===== src/rtl/adam_serial_div.sv =====
`default_nettype none
// restoring divider, one quotient bit per cycle: q = n / d over bits steps
module adam_serial_div (
   input wire logic clock,
   input wire logic reset,
   input wire logic start,
   input wire logic [95:0] numer,
   input wire logic [63:0] denom,
   input wire logic [6:0] bits,
   output logic busy,
   output logic [95:0] quotient
);
   logic [95:0] n_ff, n_in;
   logic [64:0] r_ff, r_in;
   logic [63:0] d_ff, d_in;
   logic [6:0] cnt_ff, cnt_in;
   logic [64:0] trial;

   always_comb begin
      n_in = n_ff;
      r_in = r_ff;
      d_in = d_ff;
      cnt_in = cnt_ff;
      trial = {r_ff[63:0], n_ff[95]};
      if (start) begin
         n_in = numer;
         r_in = '0;
         d_in = denom;
         cnt_in = bits;
      end else if (cnt_ff != 7'd0) begin
         if (trial >= {1'b0, d_ff}) begin
            r_in = trial - {1'b0, d_ff};
            n_in = {n_ff[94:0], 1'b1};
         end else begin
            r_in = trial;
            n_in = {n_ff[94:0], 1'b0};
         end
         cnt_in = cnt_ff - 7'd1;
      end
   end

   always_ff @(posedge clock) begin
      if (reset) begin
         cnt_ff <= '0;
      end else begin
         cnt_ff <= cnt_in;
      end
      n_ff <= n_in;
      r_ff <= r_in;
      d_ff <= d_in;
   end

   assign busy = (cnt_ff != 7'd0);
   assign quotient = n_ff;
endmodule
`default_nettype wire


===== config.mk =====
export PLATFORM = sky130hd
export DESIGN_NAME = adam_serial_div
export DESIGN_NICKNAME = d
export VERILOG_FILES = /design/src/rtl/adam_serial_div.sv
export SDC_FILE = /design/constraint.sdc
export NUM_CORES = 1
export LEC_CHECK = 0
export ABC_CLOCK_PERIOD_IN_PS = 4850
export BUFFER_PORTS_ARGS = -buffer_cell sky130_fd_sc_hd__buf_4
export CORE_UTILIZATION = 45
export CTS_BUF_LIST = sky130_fd_sc_hd__clkbuf_8
export CTS_CLUSTER_SIZE = 14
export DETAILED_ROUTE_END_ITERATION = 12
export HOLD_SLACK_MARGIN = 0.15
export PLACE_DENSITY = 0.66
export SYNTH_ARGS = -nofsm -noshare
export SYNTH_HDL_FRONTEND = slang
export SYNTH_SLANG_ARGS = --single-unit

===== constraint.sdc =====
create_clock -name clock -period 4.85 [get_ports clock]
set_clock_uncertainty 0.05 [all_clocks]
set_input_delay 0.485 -clock clock [delete_from_list [all_inputs] [get_ports clock]]
set_output_delay 0.485 -clock clock [all_outputs]
set_load 0.02 [all_outputs]

==> results.cfg <==
[yosys]
yosys-top-cells-area = edfxtp_1 (36%), dfxtp_1 (11%), mux2_2 (8.1%)
yosysMostFrequentCell = edfxtp_1
synth_top_family_by_area = compound AO/OA/AOI/OAI gates
synth_area_um2 = 13300
yosys.area_share.adder = 0.0625
yosysSeqAreaShare = 0.467
async_flop_share = 0
synth_compound_area_frac = 0.160
syn_nets = 1559
syn_inst = 1323
synth_top_cell_area_share = 0.360
synth_xor_area_frac = 0.0381
synth_edf_count = 160
syn_area_per_cell_um2 = 10.1
yosysUniqueCellTypes = 71
ys.warnings.count = 0
synthMuxAreaShare = 0.0916
synthSimpleGateAreaFrac = 0.130
synth_common_cells = edfxtp_1 (160), nor2_1 (145), a21oi_1 (100), mux2_2 (96), inv_1 (84)
ys.flop_type = edfxtp_1
synth_seq_cells = 231
yosys.area.top_type = edfxtp_1

[grt]
grt_start_max_net_pins = 76
grtUsageTotal = 0.247
overflow = 0
grt_pass1_wl_um = 59900
grt_pass1_vias = 11400
antenna_found_initial = 1

[sta]
finalCritPeriodShare = 0.822
worst_slew_pin_slew_ps = 941
min_period_ps = 3990
setup_tns_ps = 0
setup_viol = 0
finalHoldViolations = 0
maxSlewViolCount = 0
max_freq_ghz = 0.251
rsz0062_at_grt = false
fin_hold_ws_ps = 180
slew_headroom = 0.373

[placement]
gp_congestion = 0.909
place_hpwl_um = 26800
placed_cells = 1909
port_buffers = 266

[layout]
regArea_um2 = 6230
fin_util = 0.603
fin_nets = 1911
area_growth_pct = 31.0
drive_gt1_frac = 0.264
n_fill_cell = 2469
layout.cells.non_filler = 2093
multi_input_area_um2 = 6450

[critical_path]
path_depth = 11
critPathKind = reg -> reg
r2r_cells = 11
crit_path_max_fanout = 27
critPathArrivalTime_ps = 4420
slowest_stage = a2111oi_2
cp-start-kind = register
cpMostUsedCell = nor4_1
critPathCaptureType = register
r2r_slack_ps = 860
crit_path_cell_trace = inv_1, ha_1, nand4_1, nor4_1, o211ai_1, a2111oi_2, nor2_4, buf_4, nor4_1, a2111oi_0, a211oi_1
reg2reg_to = r_ff[62]$_SDFFE_PP0P_
slowest_delay_ps = 910
critPathBufInv = 2
crit_path_start = d_ff[30]$_DFFE_PP_
cp-endpoint = r_ff[62]$_SDFFE_PP0P_
cp.required_ps = 5280
cpLargestDelayFamily = compound AO/OA/AOI/OAI gates
worst_r2r_startpoint = d_ff[30]$_DFFE_PP_

[clock_tree]
cts-root-buf = clkbuf_8
htreeDepth = 2
clock_latency_ps = 560
clock_sinks = 231
clkTransAtPathRegs_ps = 70
numCtsBuffers = 42
ctsLongestPathBuffers = 3
cts_tree = done
post_cts_buffers = 0
cts_resized = 0

[floorplanning]
rows = 62
start_util = 0.461
die_w_um = 174
die_y_um = 174
core_area_um2 = 28900
num_io_pins = 267
die_area_um2 = 30300

[route]
drc = 0
antenna_left = 0
viasPerCell = 5.39
drt-initial-drc-count = 689
via_count = 11300
routed_wl_um = 37800
first_pass_iters = 8
wl_per_cell_um = 18.1

[job]
cap_viol_max_count = 0

[outcome]
outcome = completed

[pwr]
p_per_area_nw_per_um2 = 532
vdd_drop_max_uv = 289
p_leak_nw = 7.55
power.total_w = 0.00930

[hold_path]
holdCritPathClass = in -> reg
where the power goes:
part / switching [W] / internal [W] / leakage [nW] / total, W
clock network: 0.000857 / 0.000959 / 0.477 / 0.00182
logic: 0.00263 / 0.00193 / 4.85 / 0.00456
registers: 0.000314 / 0.00261 / 2.21 / 0.00292
total: 0.00380 / 0.00549 / 7.55 / 0.00930
flip-flops by register name, summed over array words and instances, names as in the netlist:
| register | cells |
|---|---|
| quotient | 96 |
| d_ff | 64 |
| r_ff | 64 |
| cnt_ff | 7 |
worst min-delay path by stage:
stage	from	end	cells after the start
after floorplan	r_ff[24]$_SDFFE_PP0P_	r_ff[24]$_SDFFE_PP0P_	2
after global placement	r_ff[1]$_SDFFE_PP0P_	r_ff[1]$_SDFFE_PP0P_	2
after detailed placement	r_ff[1]$_SDFFE_PP0P_	r_ff[1]$_SDFFE_PP0P_	2
after CTS	numer[75]	quotient[75]$_DFFE_PP_	2
after global routing	numer[79]	quotient[79]$_DFFE_PP_	2
final	numer[24]	quotient[24]$_DFFE_PP_	2
routing by layer:
layer | share of wire | track usage | up-vias
li1 | - | - | 5539
met3 | 0.063 | 0.0556 | 65
met5 | 0 | 0 | -
met4 | 0.031 | 0.0833 | 0
met1 | 0.42 | 0.306 | 5337
met2 | 0.48 | 0.423 | 341
area by class of cell:
class                   count  area share
diodes                      1    0.000143
multi-input cells         932       0.369
clock inverters            26     0.00695
repair buffers            384       0.181
inverters                  84      0.0181
well taps                 384      0.0275
flip-flops and latches    231       0.357
clock buffers              51      0.0402
stage by stage:
stage	area, µm²	setup WS [ps]
after floorplan	13300	1220
after global placement	15600	915
after detailed placement	15600	891
after CTS	17500	837
after global routing	17500	503
final	17500	862
kinds of logic after synthesis:
kind of cell	count (synthesis)
DFF	231
adders and majority gates	66
buffers and inverters	160
muxes	109
xor gates and xnor gates	58
AOI/OAI and AO/OA	327
and+or+nand+nor	372
cell usage in the layout, fill, tap and decap left out, types with 12 or more instances in the layout:
master,netlist,layout
nand2_1,80,80
ha_1,65,65
dlygate4sd3_1,0,106
nand4_1,22,22
inv_1,84,97
xnor2_1,32,32
nand3_1,16,16
a211oi_1,45,45
nor2_1,145,143
xor2_1,26,26
clkbuf_8,1,51
edfxtp_1,160,160
o21ai_0,61,61
mux2_2,96,96
a21oi_1,100,100
o211ai_1,17,17
o21bai_1,14,14
nor3_1,41,41
a21o_1,27,27
and3_1,12,12
buf_4,6,276
dfxtp_1,71,71
repair_timing:
action,4_1_cts,5_1_grt
hold endpoints to repair,105,0
hold buffers,106,0
setup endpoints to repair,0,0
No activity file was read; power rests on OpenSTA's default activity.
