--- config.mk ---
export PLATFORM = sky130hd
export DESIGN_NAME = adam_serial_mul
export DESIGN_NICKNAME = d
export VERILOG_FILES = /design/src/rtl/adam_pkg.sv /design/src/rtl/adam_serial_mul.sv
export SDC_FILE = /design/constraint.sdc
export NUM_CORES = 1
export LEC_CHECK = 0
export BUFFER_PORTS_ARGS = -buffer_cell sky130_fd_sc_hd__buf_2
export CORE_ASPECT_RATIO = 0.75
export CORE_MARGIN = 1.5
export CORE_UTILIZATION = 53
export DETAILED_ROUTE_END_ITERATION = 7
export GPL_ROUTABILITY_DRIVEN = 0
export PLACE_DENSITY_LB_ADDON = 0.3
export SYNTH_ARGS = -nofsm -noshare
export SYNTH_HDL_FRONTEND = slang
export SYNTH_SLANG_ARGS = --single-unit
--- constraint.sdc ---
create_clock -name clock -period 4.9 [get_ports clock]
set_input_delay 0.735 -clock clock [delete_from_list [all_inputs] [get_ports clock]]
set_output_delay 0.735 -clock clock [all_outputs]
set_load 0.05 [all_outputs]
--- src/rtl/adam_pkg.sv ---
`default_nettype none
package adam_pkg;
   localparam int unsigned IndexWidth = 12;
   localparam int unsigned Elements = 4096;
   localparam int unsigned WordWidth = 32;
   localparam int unsigned SecondWidth = 48;
   localparam int unsigned PowerWidth = 33;
   localparam int unsigned CsrIndexWidth = 2;

   localparam logic [CsrIndexWidth-1:0] CSR_BETA_ONE = 2'd0;
   localparam logic [CsrIndexWidth-1:0] CSR_BETA_TWO = 2'd1;
   localparam logic [CsrIndexWidth-1:0] CSR_LEARNING_RATE = 2'd2;

   localparam logic [31:0] BETA_ONE_RESET = 32'd3865470566;
   localparam logic [31:0] BETA_TWO_RESET = 32'd4290672328;
   localparam logic [31:0] LEARNING_RATE_RESET = 32'd1288490;

   typedef struct packed {
      logic [IndexWidth-1:0] element_index;
      logic signed [WordWidth-1:0] gradient;
      logic signed [WordWidth-1:0] weight_in;
      logic pass_start;
   } req_type;

   typedef struct packed {
      logic signed [WordWidth-1:0] weight_out;
      logic [IndexWidth-1:0] result_index;
   } rsp_type;

   // bit-serial multiply: operand a is consumed one bit per cycle
   typedef struct packed {
      logic start;
      logic [63:0] a;
      logic [63:0] b;
      logic [6:0] bits;
   } mul_cmd_type;
endpackage
`default_nettype wire

--- src/rtl/adam_serial_mul.sv ---
`default_nettype none
// shift-add multiplier, one bit of a per cycle, product = a * b (a,b unsigned)
module adam_serial_mul (
   input wire logic clock,
   input wire logic reset,
   input wire adam_pkg::mul_cmd_type cmd,
   output logic busy,
   output logic [127:0] product
);
   logic [63:0] a_ff, a_in;
   logic [127:0] b_ff, b_in;
   logic [127:0] acc_ff, acc_in;
   logic [6:0] cnt_ff, cnt_in;

   always_comb begin
      a_in = a_ff;
      b_in = b_ff;
      acc_in = acc_ff;
      cnt_in = cnt_ff;
      if (cmd.start) begin
         a_in = cmd.a;
         b_in = {64'd0, cmd.b};
         acc_in = '0;
         cnt_in = cmd.bits;
      end else if (cnt_ff != 7'd0) begin
         if (a_ff[0]) begin
            acc_in = acc_ff + b_ff;
         end
         a_in = a_ff >> 1;
         b_in = b_ff << 1;
         cnt_in = cnt_ff - 7'd1;
      end
   end

   always_ff @(posedge clock) begin
      if (reset) begin
         cnt_ff <= '0;
      end else begin
         cnt_ff <= cnt_in;
      end
      a_ff <= a_in;
      b_ff <= b_in;
      acc_ff <= acc_in;
   end

   assign busy = (cnt_ff != 7'd0);
   assign product = acc_ff;
endmodule
`default_nettype wire

==> reports/results.ini <==
[power]
p_leak_nw=9.44
clock_power_share_pct=26.5
seq_power_share_pct=33.9
p_comb_share_pct=39.6
switching_share_pct=40.6
intPower_mw=6.18
ir_worst_vdd_mv=0.300
powerDensity_nw_per_um2=451
p_sw_mw=4.23

[cts]
ctsResizeCount=0
clock_latency_ns=0.55
h-tree-depth=2
clk_pin_slew_ns=0.07
holdBufCountCts=0
postCtsSetupRepairBufs=0
clk_path_buf_depth=3
cts_tree=yes
root_buffer=clkbuf_16
cts_sinks=327
numCtsBuffers=35

[synthesis]
synthCells=2403
synth_warnings=0
synth_seq_cells=327
ys_types=80
synth_edf_count=128
async_flop_share_pct=0
synth_top_family_by_area=compound AO/OA/AOI/OAI gates
synth_compound_area_share_pct=20.9
synth_ff_type=dfxtp_1
yosysSeqAreaShare_pct=38.4
syn-num-nets=2670
synth.area.mux_share_pct=7.13
yosys.area_share.simple_pct=16.9
synth_area_per_cell_sq_um=8.48
syn-cell-area_sq_um=20400
synthXorXnorAreaFrac_pct=5.03
synth_fa_ha_area_share_pct=7.96

[run]
maxCapViolations=0

[timing]
skew_ns=0.0243
slew_headroom_pct=24.8
timing.setup.tns_ns=0
period_minus_slack_ns=4.37
period_share_pct=89.2
finalHoldViolCount=0
worst_slew_pin_slew_ns=1.12
timing.fmax_ghz=0.229
drv_slew=0
rsz0062_at_grt=false
setup_viol=0

[worst_setup_path]
end_kind=register
cp.required_ns=5.32
cp-start-kind=register
crit_type=reg2reg
worst-path-max-fanout=7
rrSetupSlack_ns=0.53
crit_arrival_ns=4.80

[finish]
final_common_cell=nand2_1
layout-drive-gt1-share_pct=19.1
utilization_pct=61.6
syn_to_final_growth_pct=13.3
layout_common_cells=nand2_1 (456), a21oi_1 (364), buf_2 (265)
final_net_count=2834

[routing]
drc_errors=0
post_drt_wl_per_cell_um=19.2
via_per_inst=6.08
first_pass_iters=6
final_antenna_net_count=0
drt-total-wl_mm=59.5
drtIter0Drc=1889
vias=18900

[global_routing]
grt_overflow=0
grt_max_degree=94
grt.total_usage_pct=29.1
antenna_found_initial=7
grt_pass1_vias=17400
grt_pass1_wl_mm=94.3

[worst_hold_path]
hold_path.class=in2reg

[die]
initial_utilization_pct=54.4
rows=61
die_w_um=229
io_pins=267
die_h_um=173
core_sq_um=37500
die_area_sq_um=39600

[place]
io_buffers=266
dp.final_hpwl_mm=44.0

[status]
run_status=completed

## metrics by stage
stage | hold WS (ns) | area, sq um | power (mW) | instances | setup slack [ns]
after floorplan | 0.449 | 20400 | 6.58 | 2403 | 0.0829
after global placement | 0.455 | 21900 | 7.52 | 3034 | 0.755
after detailed placement | 0.462 | 21900 | 7.60 | 3034 | 0.750
after CTS | 0.403 | 23100 | 10.4 | 3097 | 0.701
after global routing | 0.437 | 23100 | 10.9 | 3101 | 0.341
final | 0.425 | 23100 | 10.4 | 3103 | 0.527
## area by class of cell
class                   instances  area (sq um)
clock buffers                  47          1000
inverters                      39           146
diodes                          6          15.0
multi-input cells            1882         11800
repair buffers                282          1460
fillers                      3242         14400
well taps                     504           631
clock inverters                16           175
flip-flops and latches        327          7830
## metal layers
metal | track usage [%] | wire length [um]
met1 | 42.4 | 26700
met2 | 42.4 | 24900
met3 | 6.71 | 6120
met4 | 9.18 | 1750
met5 | 0 | 30
## Yosys cell counts (38+ instances only)
master | instances | area [sq um]
nand2_1 | 457 | 1720
inv_1 | 38 | 143
ha_1 | 128 | 1600
o21ai_0 | 127 | 636
mux2_2 | 127 | 1430
a21o_1 | 51 | 383
edfxtp_1 | 128 | 3840
nand4_1 | 75 | 469
a21oi_1 | 364 | 1820
xnor2_1 | 70 | 613
dfxtp_1 | 199 | 3980
xor2_1 | 47 | 412
nor2_1 | 135 | 507
clkbuf_1 | 141 | 529
## sequential cells by signal (all words and copies together), names as in the netlist
register and cells:
b_ff 128, product 128, a_ff 64, cnt_ff 7
## power by group through the flow
stage | registers (mW) | logic, mW | clock network, mW
floorplan | 4.13 | 2.46 | 0
global placement | 3.55 | 3.96 | 0
detailed placement | 3.58 | 4.02 | 0
CTS | 3.52 | 4.05 | 2.80
global route | 3.57 | 4.46 | 2.90
finish | 3.53 | 4.13 | 2.75
## path summary, 6_finish.rpt
check,from,end,cells past startpoint
setup reg to reg,b_ff[21],product[112],14
hold / removal,cmd[6],cnt_ff[6],3
hold reg to reg,product[83],product[83],2
setup / recovery,b_ff[21],product[112],14
## worst max-delay path: stages, from the launching register on
cell	delay [ns]
edfxtp_1	0.41
ha_1	0.46
nand2_1	0.16
nor3_1	0.41
nand4_1	0.15
a21oi_1	0.40
o21ai_1	0.20
o211ai_1	0.44
nand2_1	0.25
o31ai_1	0.33
buf_4	0.20
a21boi_1	0.10
o31ai_1	0.47
xnor2_1	0.19
o21ai_1	0.07
## kinds of logic (layout without fill, tap and decap cells)
kind of cell,Yosys count,count (layout)
fa+ha+maj,129,129
other cells,0,6
mux,129,129
compound gates,716,716
buf+inv,194,384
flops,327,327
xor+xnor,117,117
simple gates,791,791
No activity file was read; power rests on OpenSTA's default activity.
