**src/rtl/adam_serial_sqrt.sv**
```systemverilog
`default_nettype none
// digit-by-digit square root, one result bit (two radicand bits) per cycle
module adam_serial_sqrt (
   input wire logic clock,
   input wire logic reset,
   input wire logic start,
   input wire logic [47:0] radicand,
   output logic busy,
   output logic [23:0] root
);
   logic [47:0] n_ff, n_in;
   logic [25:0] r_ff, r_in;
   logic [23:0] q_ff, q_in;
   logic [4:0] cnt_ff, cnt_in;
   logic [25:0] trial;
   logic [25:0] sub;

   always_comb begin
      n_in = n_ff;
      r_in = r_ff;
      q_in = q_ff;
      cnt_in = cnt_ff;
      trial = {r_ff[23:0], n_ff[47:46]};
      sub = {q_ff, 2'b01};
      if (start) begin
         n_in = radicand;
         r_in = '0;
         q_in = '0;
         cnt_in = 5'd24;
      end else if (cnt_ff != 5'd0) begin
         n_in = n_ff << 2;
         if (trial >= sub) begin
            r_in = trial - sub;
            q_in = {q_ff[22:0], 1'b1};
         end else begin
            r_in = trial;
            q_in = {q_ff[22:0], 1'b0};
         end
         cnt_in = cnt_ff - 5'd1;
      end
   end

   always_ff @(posedge clock) begin
      if (reset) begin
         cnt_ff <= '0;
      end else begin
         cnt_ff <= cnt_in;
      end
      n_ff <= n_in;
      r_ff <= r_in;
      q_ff <= q_in;
   end

   assign busy = (cnt_ff != 5'd0);
   assign root = q_ff;
endmodule
`default_nettype wire

```
**config.mk**
```make
export PLATFORM = sky130hd
export DESIGN_NAME = adam_serial_sqrt
export DESIGN_NICKNAME = d
export VERILOG_FILES = /design/src/rtl/adam_serial_sqrt.sv
export SDC_FILE = /design/constraint.sdc
export NUM_CORES = 1
export LEC_CHECK = 0
export BUFFER_PORTS_ARGS = -buffer_cell sky130_fd_sc_hd__buf_2
export CELL_PAD_IN_SITES_DETAIL_PLACEMENT = 2
export CELL_PAD_IN_SITES_GLOBAL_PLACEMENT = 2
export CORE_MARGIN = 4
export CORE_UTILIZATION = 37
export DETAILED_ROUTE_END_ITERATION = 8
export PLACE_DENSITY = 0.79
export SLEW_MARGIN = 20
export SYNTH_ARGS = -nofsm -noshare
export SYNTH_HDL_FRONTEND = slang
export SYNTH_SLANG_ARGS = --single-unit
```
**constraint.sdc**
```tcl
create_clock -name clock -period 3.8 [get_ports clock]
set_clock_uncertainty 0.15 [all_clocks]
set_input_delay 0.19 -clock clock [delete_from_list [all_inputs] [get_ports clock]]
set_output_delay 0.19 -clock clock [all_outputs]
set_load 0.02 [all_outputs]
```
==> results of run 1 <==
[final cells by class]
cell class                      count  area (um^2)
Fill cell                        1475         7360
Tap cell                          180          225
Multi-Input combinational cell    381         2670
Inverter                           35          131
Clock buffer                       10          229
Timing Repair Buffer              126          891
Sequential cell                   101         2500
Clock inverter                      6         95.1
[layout by cell type (no fill, tap or decap), types with 4 or more instances in the layout]
master,n
buf_2,74
nand2_1,68
dfxtp_1,53
a21oi_1,52
edfxtp_1,48
dlygate4sd3_1,47
mux2_2,46
nor2_1,35
inv_1,34
ha_1,27
mux2i_1,17
a211oi_1,17
xnor2_1,14
a21o_1,13
o21ai_0,13
clkbuf_16,9
nor3_1,7
nand3_1,7
xor2_1,7
o21ai_1,6
nand4_1,4
or3_1,4
o21a_1,4
a311oi_1,4
buf_4,4
[through the flow]
| stage | total power, mW | hold WS [ps] | setup WS (ps) | std cells |
|---|---|---|---|---|
| after CTS | 5.31 | 0.112 | 489 | 839 |
| after global placement | 4.06 | 279 | 690 | 776 |
| after global routing | 5.76 | 14.6 | 248 | 839 |
| after floorplan | 3.62 | 109 | 1030 | 543 |
| after detailed placement | 4.22 | 281 | 501 | 776 |
| final | 5.38 | 15.9 | 518 | 839 |
[layer usage]
metal / global-route usage / vias up / share of wire
li1: - / 2154 / -
met1: 0.259 / 2276 / 0.41
met2: 0.441 / 82 / 0.55
met3: 0.0445 / 19 / 0.030
met4: 0.0544 / 0 / 0.013
met5: 0 / - / 0
[cells by family (layout without fill, tap and decap cells)]
logic type               count (synthesis)  in the layout  synth area share
AND/OR/NAND/NOR                        143            143             0.115
AO/OA/AOI/OAI                          127            127             0.151
flip-flops                             101            101             0.462
multiplexers                            63             63             0.127
buffers and inverters                   61            177            0.0485
adder cells (fa/ha/maj)                 27             27            0.0623
XOR/XNOR                                21             21            0.0339
[where the power goes]
group          switching, mW  internal (mW)
Sequential             0.140           1.37
Clock                  0.465          0.587
Combinational           1.64           1.17
[path summary, 6_finish.rpt]
| check | from | end | slack, ps | cells after the start |
|---|---|---|---|---|
| setup reg to reg | root[15] | r_ff[8] | 520 | 10 |
| hold reg to reg | root[17] | root[17] | 340 | 2 |
| hold / removal | radicand[34] | n_ff[34] | 20 | 2 |
| setup / recovery | root[15] | r_ff[8] | 520 | 10 |
[worst max-delay path, delay by kind of cell, from the launching register on]
| kind | cells | cell delay [ps] |
|---|---|---|
| DFF | 1 | 400 |
| buffers and inverters | 1 | 70 |
| AOI/OAI and AO/OA | 4 | 1400 |
| adders and majority gates | 1 | 380 |
| and+or+nand+nor | 4 | 780 |
[sequential cells by signal, indices dropped and copies added (netlist names)]
signal and count:
cnt_ff 5, root 24, r_ff 24, n_ff 48
==> metrics, run 1 <==
Slew Limit Fails 0; critical path type flop to flop; CP arrival 3390 ps; number of remaining DRC errors 0; total gr overflow 0; Final Wtd Congestion 0.787; sequential-to-total area share from yosys stat 0.462; CP Cell Sequence inv_1 > ha_1 > a21oi_1 > o21ai_1 > or3_1 > nor3_2 > nor2_2 > o21ai_1 > nand2_1 > a311oi_1; fmax between 300 and 400 MHz; Least-Margin Pin Slew a little under 900 ps; maximum vdd drop 0.365 mV; Final nets ~730; CP max stage delay 690 ps; pwr dens 798 nW/um^2; Starting Density 0.385; initial antenna violation count 0; fin area 6740 um^2; Core Box Area 14100 um^2; period utilization 0.864; Synth Flop Type dfxtp_1; Post-synth ARST share 0; die height approximately 130 um; clock tree from TritonCTS built; Leak Pwr 2.75 nW; DR iter-0 viols 219; Post-Synthesis Net Count between 600 and 700; Max Cap Violations 0; most used cell along the critical path o21ai_1; Mapped Cells about 540; total CTS buffers 9; most common cell in the netlist nand2_1; most frequent cells after synthesis 69 x nand2_1, 53 x dfxtp_1, 52 x a21oi_1; H-tree levels 3; CTS resizes 0; RSZ-0062 raised after global routing no; # rows 43; first-pass GRT wire length 29.5 mm; I/O Pins 76; Post-synth EDFFs 48; status completed; Max clock buf depth 2; Final ANT Viol Nets 0; Buffers on Ports between 70 and 80; post-synth cell types slightly above 50; Sink Count 101; DIE AREA 16700 um^2; slew margin rel. 0.413; routed vias 4531; Synth Register Bits 101; die width 129 um; crit end category flop; layout cell share with drive strength beyond 1 0.231; Layout area overhead 24.3%; yosys warns 0; Via density roughly 5.4; nature of the critical path startpoint flop; clk root buf clkbuf_16; syn avg cell area 9.98 um^2; CP max stage cell o21ai_1; crit-path max FO 7; Worst Hold Class input pin to flop; GRT Total Usage 0.229; Antenna Cells 0; fin util 0.478; clk slew on worst S/H paths about 80 ps; Final Hold Fails 0; DRT Pass-1 Iters 5; Post-CTS Setup Inserts 0; Avg WL per Cell about 21 um; hpwl dp 10.6 mm; latest clock arrival within the worst-skew pair 360 ps; TNS Setup 0 ps; total wire length 18.0 mm; top cell type's share of synthesized area 0.266; vias in the first global route 5227; largest net degree at the start of global routing 54; Synth area leaders edfxtp_1 27%, dfxtp_1 20%, mux2_2 9.6%; hold buffers post-CTS 47; DP Area 5940 um^2; # setup viols final 0; WP data required 3910 ps; Tmin final 3280 ps; synthesized area roughly 5400 um^2; area leader, netlist edfxtp_1
Note: power is estimated with default switching activity, not from simulation.
==> run 2: changes to the inputs <==
--- a/config.mk
+++ b/config.mk
@@ -5,13 +5,13 @@
 export SDC_FILE = /design/constraint.sdc
 export NUM_CORES = 1
 export LEC_CHECK = 0
-export BUFFER_PORTS_ARGS = -buffer_cell sky130_fd_sc_hd__buf_2
 export CELL_PAD_IN_SITES_DETAIL_PLACEMENT = 2
 export CELL_PAD_IN_SITES_GLOBAL_PLACEMENT = 2
 export CORE_MARGIN = 4
-export CORE_UTILIZATION = 37
+export CORE_UTILIZATION = 40
 export DETAILED_ROUTE_END_ITERATION = 8
-export PLACE_DENSITY = 0.79
+export DONT_BUFFER_PORTS = 1
+export PLACE_DENSITY = 0.77
 export SLEW_MARGIN = 20
 export SYNTH_ARGS = -nofsm -noshare
 export SYNTH_HDL_FRONTEND = slang
==> run 2 against run 1 <==
Against the previous run: non-clock buffer count is 67 lower; largest power group unchanged; clock power is 7% lower; critical path depth stayed put; routed wire length is 2.7% lower; worst setup slack worse by 110 ps; first-iteration DRC count is 22% higher; flip-flop and latch count stayed put; maximum frequency is 3.4% lower; total power is 0.81% lower; hold slack better by 96 ps; combinational power hardly changed.
==> metrics, run 2 (same netlist as run 1, synthesis figures left out) <==
CTS resizes 0 (unchanged); Max clock buf depth 2 (unchanged); status completed; number of remaining DRC errors 0 (unchanged); WP data required 3890 ps (-20 ps); routed vias 4339 (-4.2%); fill count 1376 (-6.7%); Tmin final 3400 ps (+114 ps); hold buffers post-CTS 51 (+8.5%); Sink Count 101 (unchanged); combinational power share 0.529 (+0.006); Starting Density 0.409 (+0.0248); die width 124 um (-3.6%); slew margin rel. 0.574 (+0.161); area occupied by multi-input gates 2660 um^2 (-0.19%); part of the power in the clock network 0.183 (-0.013); total wire length 17.5 mm (-2.7%); dpl ws 624 ps (+123 ps); total gr overflow 0 (unchanged); latest clock arrival within the worst-skew pair 360 ps (about the same); first-pass GRT wire length 28.7 mm (-2.8%); Buffers on Ports 0 (-100%); Sw Ratio 0.428 (+0.0104); H-tree levels 3 (unchanged); Final ANT Viol Nets 0 (unchanged); clock tree from TritonCTS built; initial antenna violation count 1 (+1); GRT Total Usage 0.233 (+0.00383); RSZ-0062 raised after global routing no; die height 124 um (-3.6%); Hold Slack 112 ps (+96.0 ps); Slew Limit Fails 0 (unchanged); Final Hold Fails 0 (unchanged); Least-Margin Pin Slew 639 ps (-236 ps); internal power 3.05 mW (-2.6%); DP Area 5570 um^2 (-6.2%); I/O Pins 76 (unchanged); commonest non-fill, non-tap cell in the layout nand2_1; DIE AREA 15500 um^2 (-7.0%); Via density 5.64 (+4.5%); Cells after DPL 701 (-9.7%); Final nets 665 (-9.2%); clk slew on worst S/H paths 80 ps (about the same); clk root buf clkbuf_16; pwr dens 833 nW/um^2 (+4.3%); layout cell share with drive strength beyond 1 0.139 (-0.0921); Psw 2.28 mW (+1.7%); fin area 6410 um^2 (-4.9%); fin cells 769 (-8.3%); Largest Register n_ff; Core Box Area 13200 um^2 (-6.1%); nature of the critical path startpoint flop; DR iter-0 viols 267 (+22%); # setup viols final 0 (unchanged); maximum vdd drop 0.300 mV (-18%); fmax 294 MHz (-3.4%); Worst Hold Class input pin to flop; max reg flops 48 (unchanged); critical path type flop to flop; Final Wtd Congestion 0.828 (+5.3%); crit end category flop; commonest non-fill, non-tap cells in the layout 68 x nand2_1, 53 x dfxtp_1, 52 x a21oi_1, 50 x dlygate4sd3_1, 48 x edfxtp_1; Layout area overhead 18.2%; vias in the first global route 4954 (-5.2%); Post-CTS Setup Inserts 0 (unchanged); Leak Pwr 2.44 nW (-11%); total power 5.33 mW (-0.81%); crit-path max FO 4 (-3); Avg WL per Cell 22.8 um (+6.2%); Reg power frac 0.287 (+0.005); CP arrival 3490 ps (+100 ps); TNS Setup 0 ps (unchanged); Max Cap Violations 0 (unchanged); FF+latch area 2500 um^2 (unchanged); period utilization 0.894 (+0.0301); DRT Pass-1 Iters 4 (-1); # rows 42 (-2.3%); fin util 0.484 (+0.00567); total CTS buffers 9 (unchanged); largest net degree at the start of global routing 100 (+85%); hpwl dp 9.89 mm (-6.4%); setup ws final 404 ps (-114 ps)
[run 2: cell types whose count changed in the layout (fill, tap and decap cells not counted), sizes merged]
cell and change:
clkinvlp +1, diode +1, bufinv -1, dlygate4sd3 +3, buf -70
[run 2: power by group through the flow]
stage,Clock (mW),Combinational [mW],Sequential (mW)
2_1_floorplan,0,2.14,1.48
3_3_place_gp,0,2.51,1.52
3_5_place_dp,0,2.64,1.53
4_1_cts,0.977,2.74,1.51
5_1_grt,1.04,3.11,1.56
6_report,0.977,2.82,1.53
[run 2: layout make-up]
class / count / share of cell area
multi-input combinational: 381 / 0.415
sequential: 101 / 0.391
timing repair buffer: 59 / 0.0918
clock buffer: 10 / 0.0357
tap: 176 / 0.0344
inverter: 35 / 0.0205
clock inverter: 6 / 0.0113
antenna: 1 / 0.000391
[run 2: final timing paths]
| kind | start | end | cells after the start | slack (ps) |
|---|---|---|---|---|
| setup / recovery | root[2] | r_ff[23] | 10 | 400 |
| hold / removal | start | r_ff[5] | 3 | 110 |
| setup reg to reg | root[2] | r_ff[23] | 10 | 400 |
| hold reg to reg | r_ff[8] | r_ff[8] | 2 | 380 |
[run 2: worst max-delay path, cell delays in order, from the launching register on]
cell      delay (ps)
dfxtp_1          540
inv_1            150
ha_1             270
nor3_1           360
a22oi_2          170
a311oi_1         590
o21ai_0          260
a21o_1           230
a21oi_1          240
xor2_1           220
o21ai_0          120
[run 2: routing by layer]
layer | global-route usage | share of wire | vias up | routed length [um]
li1 | - | - | 2032 | -
met1 | 0.260 | 0.40 | 2168 | 6930
met2 | 0.423 | 0.53 | 99 | 9240
met3 | 0.0459 | 0.039 | 40 | 691
met4 | 0.115 | 0.038 | 0 | 657
met5 | 0 | 0 | - | 0
==> run 3: changes to the inputs <==
--- a/config.mk
+++ b/config.mk
@@ -5,13 +5,15 @@
 export SDC_FILE = /design/constraint.sdc
 export NUM_CORES = 1
 export LEC_CHECK = 0
+export ABC_AREA = 1
+export ABC_CLOCK_PERIOD_IN_PS = 3800
 export CELL_PAD_IN_SITES_DETAIL_PLACEMENT = 2
 export CELL_PAD_IN_SITES_GLOBAL_PLACEMENT = 2
 export CORE_MARGIN = 4
-export CORE_UTILIZATION = 40
+export CORE_UTILIZATION = 36
 export DETAILED_ROUTE_END_ITERATION = 8
 export DONT_BUFFER_PORTS = 1
-export PLACE_DENSITY = 0.77
+export PLACE_DENSITY = 0.78
 export SLEW_MARGIN = 20
 export SYNTH_ARGS = -nofsm -noshare
 export SYNTH_HDL_FRONTEND = slang
==> constraint.sdc (replaced) <==
create_clock -name clock -period 3.8 [get_ports clock]
set_clock_uncertainty 0.15 [all_clocks]
set_input_delay 0.19 -clock clock [delete_from_list [all_inputs] [get_ports clock]]
set_output_delay 0.19 -clock clock [all_outputs]
set_load 0.005 [all_outputs]
==> run 3 against run 2 <==
Against the previous run: critical path depth grew 1; total power grew 3.7%; combinational power grew 11%; global-route usage grew 0.87 points; first-iteration DRC count shrank 16%; sequential power shrank 3%; critical endpoint is now r_ff[14]; largest cell class unchanged.
==> metrics, run 3 <==
routed vias 5646 (+30%); # rows 46 (+9.5%); syn avg cell area 7.07 um^2 (-29%); most frequent cells after synthesis 359 x nand2_1, 130 x inv_1, 53 x dfxtp_1; H-tree levels 3 (unchanged); GRT Total Usage 0.242 (+0.00870); Final nets 961 (+45%); yosys warns 0 (unchanged); FF+latch area 2500 um^2 (unchanged); max reg flops 48 (unchanged); area leader, netlist edfxtp_1; Synth area leaders edfxtp_1 24%, nand2_1 23%, dfxtp_1 18%; area occupied by multi-input gates 2810 um^2 (+5.6%); reg-to-reg startpoint root[14]; Buf/Inv on CP 1 (unchanged); layout cell share with drive strength beyond 1 0.0507 (-0.0878); Starting Density 0.370 (-0.0391); crit-path max FO 32 (+28); die width 137 um (+9.7%); Max Cap Violations 0 (unchanged); Final Wtd Congestion 0.954 (+15%); Mapped Cells 841 (+55%); synthesized area 5940 um^2 (+9.7%); I/O Pins 76 (unchanged); Slew Limit Fails 0 (unchanged); CP startpoint root[14]; Final ANT Viol Nets 0 (unchanged); initial antenna violation count 0 (-1); Worst Setup EP r_ff[14]; Post-Synthesis Net Count 919 (+48%); CTS resizes 0 (unchanged); die height 137 um (+9.7%); maximum vdd drop 0.309 mV (+3.0%); Buffers on Ports 0 (unchanged); Max clock buf depth 2 (unchanged); CP arrival 3020 ps (-470 ps); RSZ-0062 raised after global routing no; Avg WL per Cell 19.5 um (-14%); Antenna Cells 0 (-1); worst r2r dst r_ff[14]; CP Cell Sequence inv_1 > ha_1 > nand2_1 > nor2_1 > nand2_1 > nor2_1 > nand2_2 > nand3_4 > nand3_1 > nand3_1 > nand2_1; CP max stage delay 460 ps (-130 ps); CP max stage cell nand3_4; Tmin final 2920 ps (-481 ps); # setup viols final 0 (unchanged); Largest Register n_ff; critical path type flop to flop; top cell type's share of synthesized area 0.242 (-0.0235); hpwl dp 14.4 mm (+45%); nature of the critical path startpoint flop; Leak Pwr 3.42 nW (+40%); Worst Hold Class input pin to flop; critical path depth 11 (+1); post-synth cell types 37 (-27%); Post-synth ARST share 0 (unchanged); Via density 5.11 (-9.4%); most common cell in the netlist nand2_1; total gr overflow 0 (unchanged); Synth Flop Type dfxtp_1; number of remaining DRC errors 0 (unchanged); vias in the first global route 6535 (+32%); commonest non-fill, non-tap cell in the layout nand2_1; fill count 1869 (+36%); period utilization 0.767 (-0.126); hold buffers post-CTS 51 (unchanged); WP data required 3900 ps (about the same); Crit path max-delay family simple AND/OR/NAND/NOR gates; DIE AREA 18600 um^2 (+20%); Post-synth EDFFs 48 (unchanged); sequential-to-total area share from yosys stat 0.421 (-0.0407); Reg2Reg Setup Slack 880 ps (+480 ps); DRT Pass-1 Iters 4 (unchanged); fin cells 1104 (+44%); TNS Setup 0 ps (unchanged); clock tree from TritonCTS built; crit end category flop; Final Hold Fails 0 (unchanged); total wire length 21.6 mm (+23%); DR iter-0 viols 224 (-16%); total CTS buffers 9 (unchanged); Layout area overhead 16.8%; commonest non-fill, non-tap cells in the layout 359 x nand2_1, 130 x inv_1, 53 x dfxtp_1, 50 x dlygate4sd3_1, 48 x edfxtp_1; first-pass GRT wire length 35.0 mm (+22%); hold path start start; clk slew on worst S/H paths 80 ps (about the same); status completed; most used cell along the critical path nand2_1; slew margin rel. 0.365 (-0.209); reg2reg path depth 11 (+1); Cells after DPL 1037 (+48%); Synth Register Bits 101 (unchanged); fmax 343 MHz (+16%); largest net degree at the start of global routing 57 (-43%); pwr dens 797 nW/um^2 (-4.3%); clk root buf clkbuf_16; latest clock arrival within the worst-skew pair 360 ps (about the same); Least-Margin Pin Slew 952 ps (+313 ps); Sink Count 101 (unchanged); Post-CTS Setup Inserts 0 (unchanged); Core Box Area 16100 um^2 (+21%)
run 3: cell count changes after synthesis, sizes merged, moves of 12 or more:
cell,before,now
inv,35,134
o22ai,0,24
a211oi,19,1
nand4,4,22
mux2i,17,0
a21o,13,1
nand2,70,363
mux2,46,0
nand3,7,49
a21oi,52,16
run 3: kinds of logic after synthesis:
logic type / synth area share
buffers and inverters: 0.106
and+or+nand+nor: 0.343
AOI/OAI and AO/OA: 0.0579
xor gates and xnor gates: 0.0147
adders and majority gates: 0.0568
DFF: 0.421
run 3: area by class of cell:
class / instances / share of cell area
Sequential cell: 101 / 0.360
Inverter: 134 / 0.0724
Timing Repair Buffer: 57 / 0.0832
Clock buffer: 9 / 0.0324
Tap cell: 216 / 0.0389
Clock inverter: 7 / 0.00793
Multi-Input combinational cell: 580 / 0.405
run 3: through the flow:
step	area, um^2	setup WS, ps	hold slack (ps)	power [mW]	utilization
after floorplan	5940	747	109	3.71	-
after global placement	6140	1000	108	4.39	0.383
after detailed placement	6140	881	110	4.52	0.383
after CTS	6940	867	97.3	5.54	0.432
after global routing	6940	631	121	6.04	0.432
final	6940	884	123	5.53	0.432
run 3: tightest hold or removal path: stages:
cell     delay, ps
nor2_1          30
buf_4          220
nand2_1         90
nand2_1         50
run 3: report_power, final:
part / internal [mW] / leakage [nW] / switching (mW)
sequential: 1.35 / 0.947 / 0.123
combinational: 0.993 / 2.33 / 2.14
clock: 0.456 / 0.140 / 0.471
total: 2.80 / 3.42 / 2.73
run 3: per-layer routing:
| layer | GRT usage | part of all wire | up-vias |
|---|---|---|---|
| met2 | 0.441 | 0.51 | 102 |
| met4 | 0.0386 | 0.0081 | 0 |
| li1 | - | - | 2730 |
| met3 | 0.0471 | 0.041 | 13 |
| met5 | 0 | 0 | - |
| met1 | 0.300 | 0.44 | 2801 |
run 3: worst min-delay path by stage:
stage	endpoint	slack [ps]	cells past startpoint
5_1_grt	r_ff[13]	120	4
6_report	r_ff[18]	120	4
4_1_cts	r_ff[23]	100	4
3_5_place_dp	r_ff[0]	110	1
3_3_place_gp	r_ff[0]	110	1
2_1_floorplan	cnt_ff[4]	110	1
